[src/rtl/core/abde_pkg.sv]
// ----------------------------------------------------------------------------
// Ansari-Bradley distribution package
// Shared constants, control types and bound helpers for the distribution block.
// ----------------------------------------------------------------------------
package abde_pkg;

    localparam int MAX_M      = 16;
    localparam int MAX_N      = 16;
    localparam int STAT_W     = 8;
    localparam int STAT_SPAN  = 256;
    localparam int SIZE_W     = 5;
    localparam int CNT_W      = 32;
    localparam int PROB_W     = 33;
    localparam int ROW_DEPTH  = (MAX_N + 1) * STAT_SPAN;
    localparam int ROW_ADDR_W = 13;
    localparam int DIV_CNT_W  = 5;

    localparam logic [PROB_W-1:0] ONE_PROB = 33'h1_0000_0000;

    // Configuration register indexes.
    localparam logic REG_M_SIZE = 1'b0;
    localparam logic REG_N_SIZE = 1'b1;

    // Query kinds.
    localparam logic KIND_DIST  = 1'b0;
    localparam logic KIND_QUANT = 1'b1;

    typedef enum logic [3:0] {
        ST_IDLE,
        ST_RB_RD,
        ST_RB_WR,
        ST_CUM_RD,
        ST_CUM_WR,
        ST_ROUTE,
        ST_MEM_RD,
        ST_DIV_LD,
        ST_DIV_RUN,
        ST_Q_MUL,
        ST_Q_RD,
        ST_Q_CHK,
        ST_DONE
    } t_state;

    // Commands from the controller to the datapath.
    typedef struct packed {
        logic load_in;
        logic rb_init;
        logic rb_step;
        logic sweep;
        logic cum_init;
        logic cum_step;
        logic div_load;
        logic div_step;
        logic q_init;
        logic q_step;
        logic out_load;
    } t_cmd;

    // Status from the datapath to the controller.
    typedef struct packed {
        logic rb_last;
        logic cum_last;
        logic fast;
        logic kind;
        logic div_last;
        logic q_more;
        logic out_free;
    } t_stat;

    // Lowest statistic for a first sample of size i: (i+1)^2/4.
    function automatic logic [8:0] low_bound(input logic [SIZE_W-1:0] i);
        logic [9:0] sq;
        sq = 10'({5'd0, i} + 10'd1) * 10'({5'd0, i} + 10'd1);
        return {1'b0, sq[9:2]};
    endfunction

    // Highest statistic: low bound plus i*j/2.
    function automatic logic [8:0] high_bound(input logic [SIZE_W-1:0] i,
                                               input logic [SIZE_W-1:0] j);
        logic [9:0] pr;
        pr = 10'({5'd0, i} * {5'd0, j});
        return low_bound(i) + {1'b0, pr[8:1]};
    endfunction

endpackage

[src/rtl/core/abde_ctrl.sv]
// ----------------------------------------------------------------------------
// Ansari-Bradley controller
// Sequences table rebuild, cumulative sweep and the two query kinds.
// ----------------------------------------------------------------------------
module abde_ctrl (
    input  logic           i_clk,
    input  logic           i_rst_n,
    input  logic           i_in_valid,
    input  logic           i_cfg_we,
    input  abde_pkg::t_stat i_stat,
    output logic           o_in_ready,
    output abde_pkg::t_cmd  o_cmd
);
    import abde_pkg::*;

    t_state r_state, n_state;
    logic   r_table_ready, n_table_ready;
    logic   w_accept;

    assign w_accept = i_in_valid && (r_state == ST_IDLE);

    // State and table-valid flag.
    always_ff @(posedge i_clk) begin
        if (!i_rst_n) begin
            r_state       <= ST_IDLE;
            r_table_ready <= 1'b0;
        end else begin
            r_state       <= n_state;
            r_table_ready <= n_table_ready;
        end
    end

    // Table is stale after any register write, valid after the sweep.
    always_comb begin
        n_table_ready = r_table_ready;
        if (i_cfg_we) begin
            n_table_ready = 1'b0;
        end else if (r_state == ST_CUM_WR && i_stat.cum_last) begin
            n_table_ready = 1'b1;
        end
    end

    // Next state.
    always_comb begin
        n_state = r_state;
        unique case (r_state)
            ST_IDLE: begin
                if (w_accept) begin
                    n_state = r_table_ready ? ST_ROUTE : ST_RB_RD;
                end
            end
            ST_RB_RD:  n_state = ST_RB_WR;
            ST_RB_WR:  n_state = i_stat.rb_last ? ST_CUM_RD : ST_RB_RD;
            ST_CUM_RD: n_state = ST_CUM_WR;
            ST_CUM_WR: n_state = i_stat.cum_last ? ST_ROUTE : ST_CUM_RD;
            ST_ROUTE: begin
                if (i_stat.fast) begin
                    n_state = ST_DONE;
                end else if (i_stat.kind == KIND_DIST) begin
                    n_state = ST_MEM_RD;
                end else begin
                    n_state = ST_Q_MUL;
                end
            end
            ST_MEM_RD:  n_state = ST_DIV_LD;
            ST_DIV_LD:  n_state = ST_DIV_RUN;
            ST_DIV_RUN: n_state = i_stat.div_last ? ST_DONE : ST_DIV_RUN;
            ST_Q_MUL:   n_state = ST_Q_RD;
            ST_Q_RD:    n_state = ST_Q_CHK;
            ST_Q_CHK:   n_state = i_stat.q_more ? ST_Q_RD : ST_DONE;
            ST_DONE:    n_state = i_stat.out_free ? ST_IDLE : ST_DONE;
            default:    n_state = ST_IDLE;
        endcase
    end

    // Command outputs.
    always_comb begin
        o_cmd          = '0;
        o_in_ready     = (r_state == ST_IDLE);
        o_cmd.load_in  = w_accept;
        o_cmd.rb_init  = w_accept && !r_table_ready;
        o_cmd.rb_step  = (r_state == ST_RB_WR);
        o_cmd.cum_init = (r_state == ST_RB_WR) && i_stat.rb_last;
        o_cmd.sweep    = (r_state == ST_CUM_RD) || (r_state == ST_CUM_WR);
        o_cmd.cum_step = (r_state == ST_CUM_WR);
        o_cmd.div_load = (r_state == ST_DIV_LD);
        o_cmd.div_step = (r_state == ST_DIV_RUN);
        o_cmd.q_init   = (r_state == ST_Q_MUL);
        o_cmd.q_step   = (r_state == ST_Q_CHK) && i_stat.q_more;
        o_cmd.out_load = (r_state == ST_DONE) && i_stat.out_free;
    end

endmodule

[config.mk]
export PLATFORM = sky130hd
export DESIGN_NAME = abde_ctrl
export DESIGN_NICKNAME = d
export VERILOG_FILES = /design/src/rtl/core/abde_pkg.sv /design/src/rtl/core/abde_ctrl.sv
export SDC_FILE = /design/constraint.sdc
export NUM_CORES = 1
export LEC_CHECK = 0
export BUFFER_PORTS_ARGS = -buffer_cell sky130_fd_sc_hd__buf_2
export CORE_AREA = 5 5 42 44
export DETAILED_ROUTE_END_ITERATION = 10
export DIE_AREA = 0 0 47 49
export HOLD_SLACK_MARGIN = 0.06
export PLACE_DENSITY = 0.74
export SYNTH_ARGS = -nofsm -noshare
export SYNTH_HDL_FRONTEND = slang
export SYNTH_SLANG_ARGS = --single-unit
[constraint.sdc]
create_clock -name i_clk -period 3.25 [get_ports i_clk]
set_clock_uncertainty 0.05 [all_clocks]
set_input_delay 0.325 -clock i_clk [delete_from_list [all_inputs] [get_ports i_clk]]
set_output_delay 0.325 -clock i_clk [all_outputs]
set_load 0.02 [all_outputs]
# Word-level counts from Yosys, hierarchy flattened
# Index checks and enable logic that the tools add are counted.
# W data, S select, Z words.
word_totals:
  reg_bits: 5
  inputBits: 11
  out_inout_bits: 12
  wordCells: 36
op_classes:
  n_eq_ne: 13
  muxes: 10
  bitwise: 1
  n_reduce_logical: 10
ops:
  columns: ["cell", "n"]
  rows:
  - ["$pmux W4 S13", 1]
  - ["$eq A4 B4 Y1 const B", 5]
  - ["$eq A4 B3 Y1 const B", 4]
  - ["$mux W4", 4]
  - ["$mux W3", 4]
  - ["$eq A4 B2 Y1 const B", 2]
  - ["$logic_and A1 B1 Y1", 6]
  - ["$eq A4 B1 Y1 const B", 1]
  - ["$logic_not A4 Y1", 1]
  - ["$mux W2", 1]
  - ["$ne A2 B1 Y1 const B", 1]
  - ["$reduce_or A2 Y1", 1]
  - ["$logic_not A1 Y1", 1]
  - ["$logic_or A1 B1 Y1", 1]
  - ["$not A1 Y1", 1]

# Longest topological paths before layout
# Gate-level depths: netlist of the first run.
logic_depth:
  depth_word: 4
  depth_mapped: 5
  mapped_depth_nobuf: 4

# Worst setup path after synthesis of the first run
# OpenSTA, ideal clock, no wires.
synth_path:
  path_type: "register -> output"
  start: "register r_state[3]"
  end: "output o_cmd[9] in the netlist's numbering"
  t_arrival_ns: 1.794
  required_time_ns: 2.875
  setup_slack_ns: 1.081
  stages_incl_launch_ff: 5
  path_buffers: 1
  cell_sequence: "dfxtp_1 -> buf_2 -> nor4_1 -> and2_1 -> nor2b_1"
synth_lines:
  columns: ["item", "line", "text"]
  rows:
  - ["from (decl)", "abde_ctrl.sv:16", "t_state r_state, n_state;"]
  - ["from (signal assigned)", "abde_ctrl.sv:28", "r_state <= n_state;"]
  - ["to (decl)", "abde_ctrl.sv:12", "output abde_pkg::t_cmd o_cmd"]

==> results.cfg, run 1 <==
[status]
status = complete, no violations

[synthesis]
synth_top_area_cell = dfxtp_1
yosysSeqAreaShare = 0.207
synth_cell_types = 34
synth_cells = 65
netlist_area_um2 = 483
synthTopCellsByArea = dfxtp_1, nand2b_1, nor2b_1
avgSynthCellArea_um2 = 7.43
synth_top_area_frac = 0.207
synth_nets = 76
yosys_warnings = 0
synth_seq_cells = 5

[clock_network]
holdBufCountCts = 0
cts_tree = yes
cts.sinks = 5
cts_buffer_depth = 2
clkTransAtPathRegs_ps = 50
htreeDepth = 1
clock_latency_ps = 230
post-cts-setup-buffers = 0
cts_resized = 0
cts-root-buf = clkbuf_4
cts_buffers = 3

[worst_hold_path]
hold_class = input port to flop

[critical_path]
path_buf_inv = 1
worst-path-max-fanout = 17
crit_arrival_ps = 1610
crit_family = flip-flops
worstSetupPathType = flop to output pin
endpoint_kind = output pin
slowest_stage = dfxtp_1
cp.required_ps = 2870
slowest_delay_ps = 630
worstPathCellList = nand2_1 > mux2_2 > nor2_1 > buf_2
startpoint_type = flop

[timing]
timing_hold_violations_final = 0
post-route-period-util = 0.611
finalMaxSlewViolations = 0
max_slew_margin = 0.608
rsz0062_at_grt = no
fin_tns_setup_ps = 0
fmaxAchievable_ghz = 0.504
post-route-min-period_ps = 1990
setup_viol = 0
worst_slew_pin_slew_ps = 587

[routing]
wl_per_cell_um = 12.0
drt_iter0_drc = 0
drtAntennaViolNets = 0
num_vias = 537
routed_via_density = 5.37
drc_errors = 0
wl_um = 1200
dr.pass1.iters = 1

[layout]
fin_area_um2 = 604
fin_nets = 96
diodes = 0
regArea_um2 = 100
multi_input_area_um2 = 348
fillers = 150
fin_cells = 100
drive_above_1_share = 0.369
area_growth_pct = 25.1

[flow_run]
maxCapViolations = 0

[global_routing]
grt.overflow.total = 0
antenna_found_initial = 0
grt_max_degree = 21
track_usage = 0.110
grt_pass1_vias = 494
grt_pass1_wl_um = 2030

[floorplanning]
die_height_um = 49
ios = 23
start_util = 0.345
dieArea_um2 = 2300
dieWidth_um = 47
rows = 14
core_area_um2 = 1400

[power]
p_leak_nw = 0.265
irDropWorstVdd_v = 0.000269
power_density_nw_per_um2 = 331
p_total_w = 0.000200

[placed_design]
placed_cell_area_um2 = 578
port_buffers = 22
dp_cells = 96
gp_congestion = 0.787
place_hpwl_um = 936
cells in the mapped netlist, drive strengths merged:
cell type / n
nor3: 4
o31ai: 1
nor4bb: 1
and2: 2
o22a: 1
nand3: 3
a21oi: 3
o311ai: 1
or2: 1
o21ai: 2
nor4: 1
nor3b: 1
dfxtp: 5
and4b: 1
buf: 5
nor2: 6
nand2: 3
o221a: 1
o22ai: 2
or4: 1
a22oi: 1
a31oi: 2
and3: 2
nor4b: 1
nand2b: 4
clkbuf: 2
mux2i: 1
nor2b: 4
o31a: 1
o211ai: 1
mux2: 1
power by group:
group | total, W | internal, W | switching [W]
clock | 0.0000695 | 0.0000463 | 0.0000232
sequential | 0.0000744 | 0.0000643 | 0.0000101
combinational | 0.0000562 | 0.0000269 | 0.0000292
total | 0.000200 | 0.000137 | 0.0000626
flip-flops by register name, summed over array words and instances (netlist names):
| signal | count |
|---|---|
| r_table_ready | 1 |
| r_state | 4 |
metrics by stage:
step	worst slack, ps	utilization	hold slack, ps
2_1_floorplan	1080	-	351
3_3_place_gp	1530	0.413	436
3_5_place_dp	1510	0.413	440
4_1_cts	1260	0.431	199
5_1_grt	1100	0.431	189
6_report	1260	0.431	201
layer usage:
metal,track usage,part of all wire,vias to the layer above
li1,-,-,281
met1,0.141,0.44,240
met2,0.186,0.50,16
met3,0.0148,0.061,0
met4,0.0276,0,0
met5,0,0,-
cell type report:
cell class | instances | area share
clock buffers | 4 | 0.0435
multi-input cells | 53 | 0.576
flip-flops and latches | 5 | 0.166
well taps | 16 | 0.0331
repair buffers | 22 | 0.182
cells by family after synthesis:
kind of cell           after synthesis  share of synthesized area
and+or+nand+nor                     35                      0.448
AOI/OAI and AO/OA                   16                      0.228
buffers and inverters                7                     0.0726
DFF                                  5                      0.207
muxes                                2                     0.0440
cell usage in the layout, fill, tap and decap left out, drive strengths merged, types with 2 or more instances in the layout:
| master | instances |
|---|---|
| dfxtp | 5 |
| a31oi | 2 |
| and2 | 2 |
| a21oi | 3 |
| nand2 | 3 |
| nor2 | 6 |
| nor2b | 4 |
| nand3 | 3 |
| o21ai | 2 |
| o22ai | 2 |
| and3 | 2 |
| buf | 22 |
| nor3 | 4 |
| nand2b | 4 |
| clkbuf | 4 |
path summary, 6_finish.rpt:
check,start,to,slack (ps),cells after the start
worst max-delay path,r_state[0]$_SDFFE_PN0P_,o_cmd[7],1260,4
worst min-delay path,i_cfg_we,r_table_ready$_SDFFE_PP0P_,200,2
worst min register to register,r_table_ready$_SDFFE_PP0P_,r_table_ready$_SDFFE_PP0P_,490,2
worst max register to register,r_state[0]$_SDFFE_PN0P_,r_state[3]$_SDFFE_PN0P_,1680,4
worst register-to-register path, delay by kind of cell (launching register included):
family | cells | cell delay [ps]
compound gates | 1 | 50
simple gates | 3 | 890
flops | 1 | 460
Note: power is estimated with default switching activity, not from simulation.
==> run 2: changes to the inputs <==
ABC_AREA = 1   (was not set)
PLACE_DENSITY = 0.77   (was 0.74)
clock period = 1.6 ns   (was 3.25 ns; I/O delays follow)
==> run 2 against run 1 <==
Worst setup slack lost 1200 ps. Register-to-register slack lost 1300 ps. Power rose to 2.7 times the previous value. Critical path type unchanged. Largest cell class unchanged. Highest routed layer is now met4.
==> results.cfg, run 2 <==
[status]
status = complete, no violations

[synthesis]
synth_common_cells = nand2_1, inv_1, nor2_1
synth_nets = 101
synthTopCellsByArea = dfxtp_1, nand2_1, inv_1
yosysSeqAreaShare = 0.204
synth_top_area_frac = 0.204
synth_seq_cells = 5
avgSynthCellArea_um2 = 5.46
synth_top_area_cell = dfxtp_1
yosys_warnings = 0
synth_ff_type = dfxtp_1
netlist_area_um2 = 492
synth_cells = 90
synthArstFlopShare = 0
synth_cell_types = 16
synth_edf_count = 0
yosysMostFrequentCell = nand2_1

[global_routing]
track_usage = 0.125
grt_pass1_vias = 542
antenna_found_initial = 0
grt_max_degree = 8
grt.overflow.total = 0
grt_pass1_wl_um = 2150

[routing]
routed_via_density = 4.67
dr.pass1.iters = 4
num_vias = 635
dr_wl_met3_um = 109
wl_met1_um = 521
wl_per_cell_um = 9.90
drc_errors = 0
dr_wl_met2_um = 707
drtAntennaViolNets = 0
routed.top_layer = met4
wl_um = 1350
drt_iter0_drc = 19

[clock_network]
clkTransAtPathRegs_ps = 40
cts-root-buf = clkbuf_4
cts_tree = yes
cts.sinks = 5
cts_buffers = 3
htreeDepth = 1
clock_latency_ps = 230
cts_buffer_depth = 2

[layout]
largest-register = r_state
layout_commonest_cell = buf_2
diodes = 0
largest_reg_flops = 4
fin_nets = 132
largest_registers = r_state: 4 flops, r_table_ready: 1 flops
fin_cells = 136
layout_common_cells = buf_2, nand2_1, inv_1
drive_above_1_share = 0.383
area_growth_pct = 42.7

[timing]
worst_slew_pin_slew_ps = 311
post-route-min-period_ps = 1510
fmaxAchievable_ghz = 0.662
post-route-period-util = 0.944
setup_ws_ps = 89.1
finalMaxSlewViolations = 0
max_slew_margin = 0.792
setup_viol = 0
whs_ps = 173
fin_tns_setup_ps = 0
timing_hold_violations_final = 0

[flow_run]
maxCapViolations = 0

[floorplanning]
die_height_um = 49
dieArea_um2 = 2300
rows = 14
ios = 23
start_util = 0.351
dieWidth_um = 47
core_area_um2 = 1400

[critical_path]
crit_family = simple AND/OR/NAND/NOR gates
rr_worst_depth = 6
startpoint_type = flop
path_buf_inv = 3
worstPathCellList = nor2_4 > inv_2 > nor2_2 > inv_1 > nor3_2 > buf_4
slowest_delay_ps = 340
endpoint_kind = output pin
worst-path-max-fanout = 5
cp.required_ps = 1390
worstSetupPathDepth = 6
worstSetupPathType = flop to output pin
slowest_stage = dfxtp_2
crit_arrival_ps = 1300

[worst_hold_path]
hold_path_depth = 3
hold_class = input port to flop

[power]
power_density_nw_per_um2 = 765
p_leak_nw = 0.440
irDropWorstVdd_v = 0.000383
p_total_w = 0.000537

[placed_design]
dp_cells = 127
place_hpwl_um = 1120
port_buffers = 22
gp_congestion = 0.846
pre_cts_slack_ps = 258
## run 2: cell count changes in the layout (fill, tap and decap cells not counted), sizes merged, moves of 4 or more
cell / before / now
buf: 22 / 26
nand3: 3 / 11
nand2: 3 / 18
nand2b: 4 / 0
nor2b: 4 / 0
inv: 0 / 21
nor2: 6 / 23
## run 2: worst paths after layout
kind                              startpoint                    endpoint  slack [ps]
setup / recovery     r_state[1]$_SDFFE_PN0P_                    o_cmd[9]          90
hold / removal                    i_in_valid     r_state[2]$_SDFFE_PN0P_         170
setup reg to reg     r_state[2]$_SDFFE_PN0P_     r_state[2]$_SDFFE_PN0P_         350
hold reg to reg   r_table_ready$_SDFFE_PP0P_  r_table_ready$_SDFFE_PP0P_         460
## run 2: worst reg2reg max path, cell delays in order (launching register included)
cell	delay, ps
dfxtp_1	490
nor2_4	90
buf_4	140
nand2_1	80
nand3_1	70
nor2_1	160
a21oi_2	70
## run 2: repair_timing
item | in CTS | in global routing
endpoints found under the hold margin | 1 | 0
cloned | 0 | 0
endpoints found under the setup margin | 1 | 4
pin swaps | 0 | 2
setup buffers | 0 | 4
resized for setup | 1 | 6
hold buffers | 1 | 0
## run 2: where the power goes
| part | switching (W) | internal (W) | total (W) | leakage, nW |
|---|---|---|---|---|
| clock network | 0.0000437 | 0.0000938 | 0.000137 | 0.0150 |
| logic | 0.000146 | 0.0000952 | 0.000241 | 0.383 |
| registers | 0.0000199 | 0.000138 | 0.000158 | 0.0419 |
| total | 0.000210 | 0.000327 | 0.000537 | 0.440 |
## run 2: cell families (layout without fill, tap and decap cells)
group | after synthesis | in the layout | share of synthesized area
AO/OA/AOI/OAI | 9 | 9 | 0.115
buffers and inverters | 22 | 52 | 0.176
flip-flops | 5 | 5 | 0.204
AND/OR/NAND/NOR | 54 | 54 | 0.506
## run 2: per-layer routing
layer / track usage / vias to the layer above
li1: - / 338
met1: 0.163 / 263
met5: 0 / -
met4: 0.0553 / 0
met3: 0.0111 / 4
met2: 0.201 / 30
## run 2: metrics by stage
| step | instance area (µm²) | utilization |
|---|---|---|
| after global routing | 702 | 0.501 |
| after CTS | 661 | 0.471 |
| after floorplan | 497 | - |
| final | 702 | 0.501 |
| after detailed placement | 619 | 0.442 |
| after global placement | 619 | 0.442 |
## run 2: final cells by class
type,count,area [µm²]
Timing Repair Buffer,27,155
Sequential cell,5,104
Inverter,21,78.8
Fill cell,149,699
Multi-Input combinational cell,63,318
Tap cell,16,20.0
Clock buffer,4,26.3
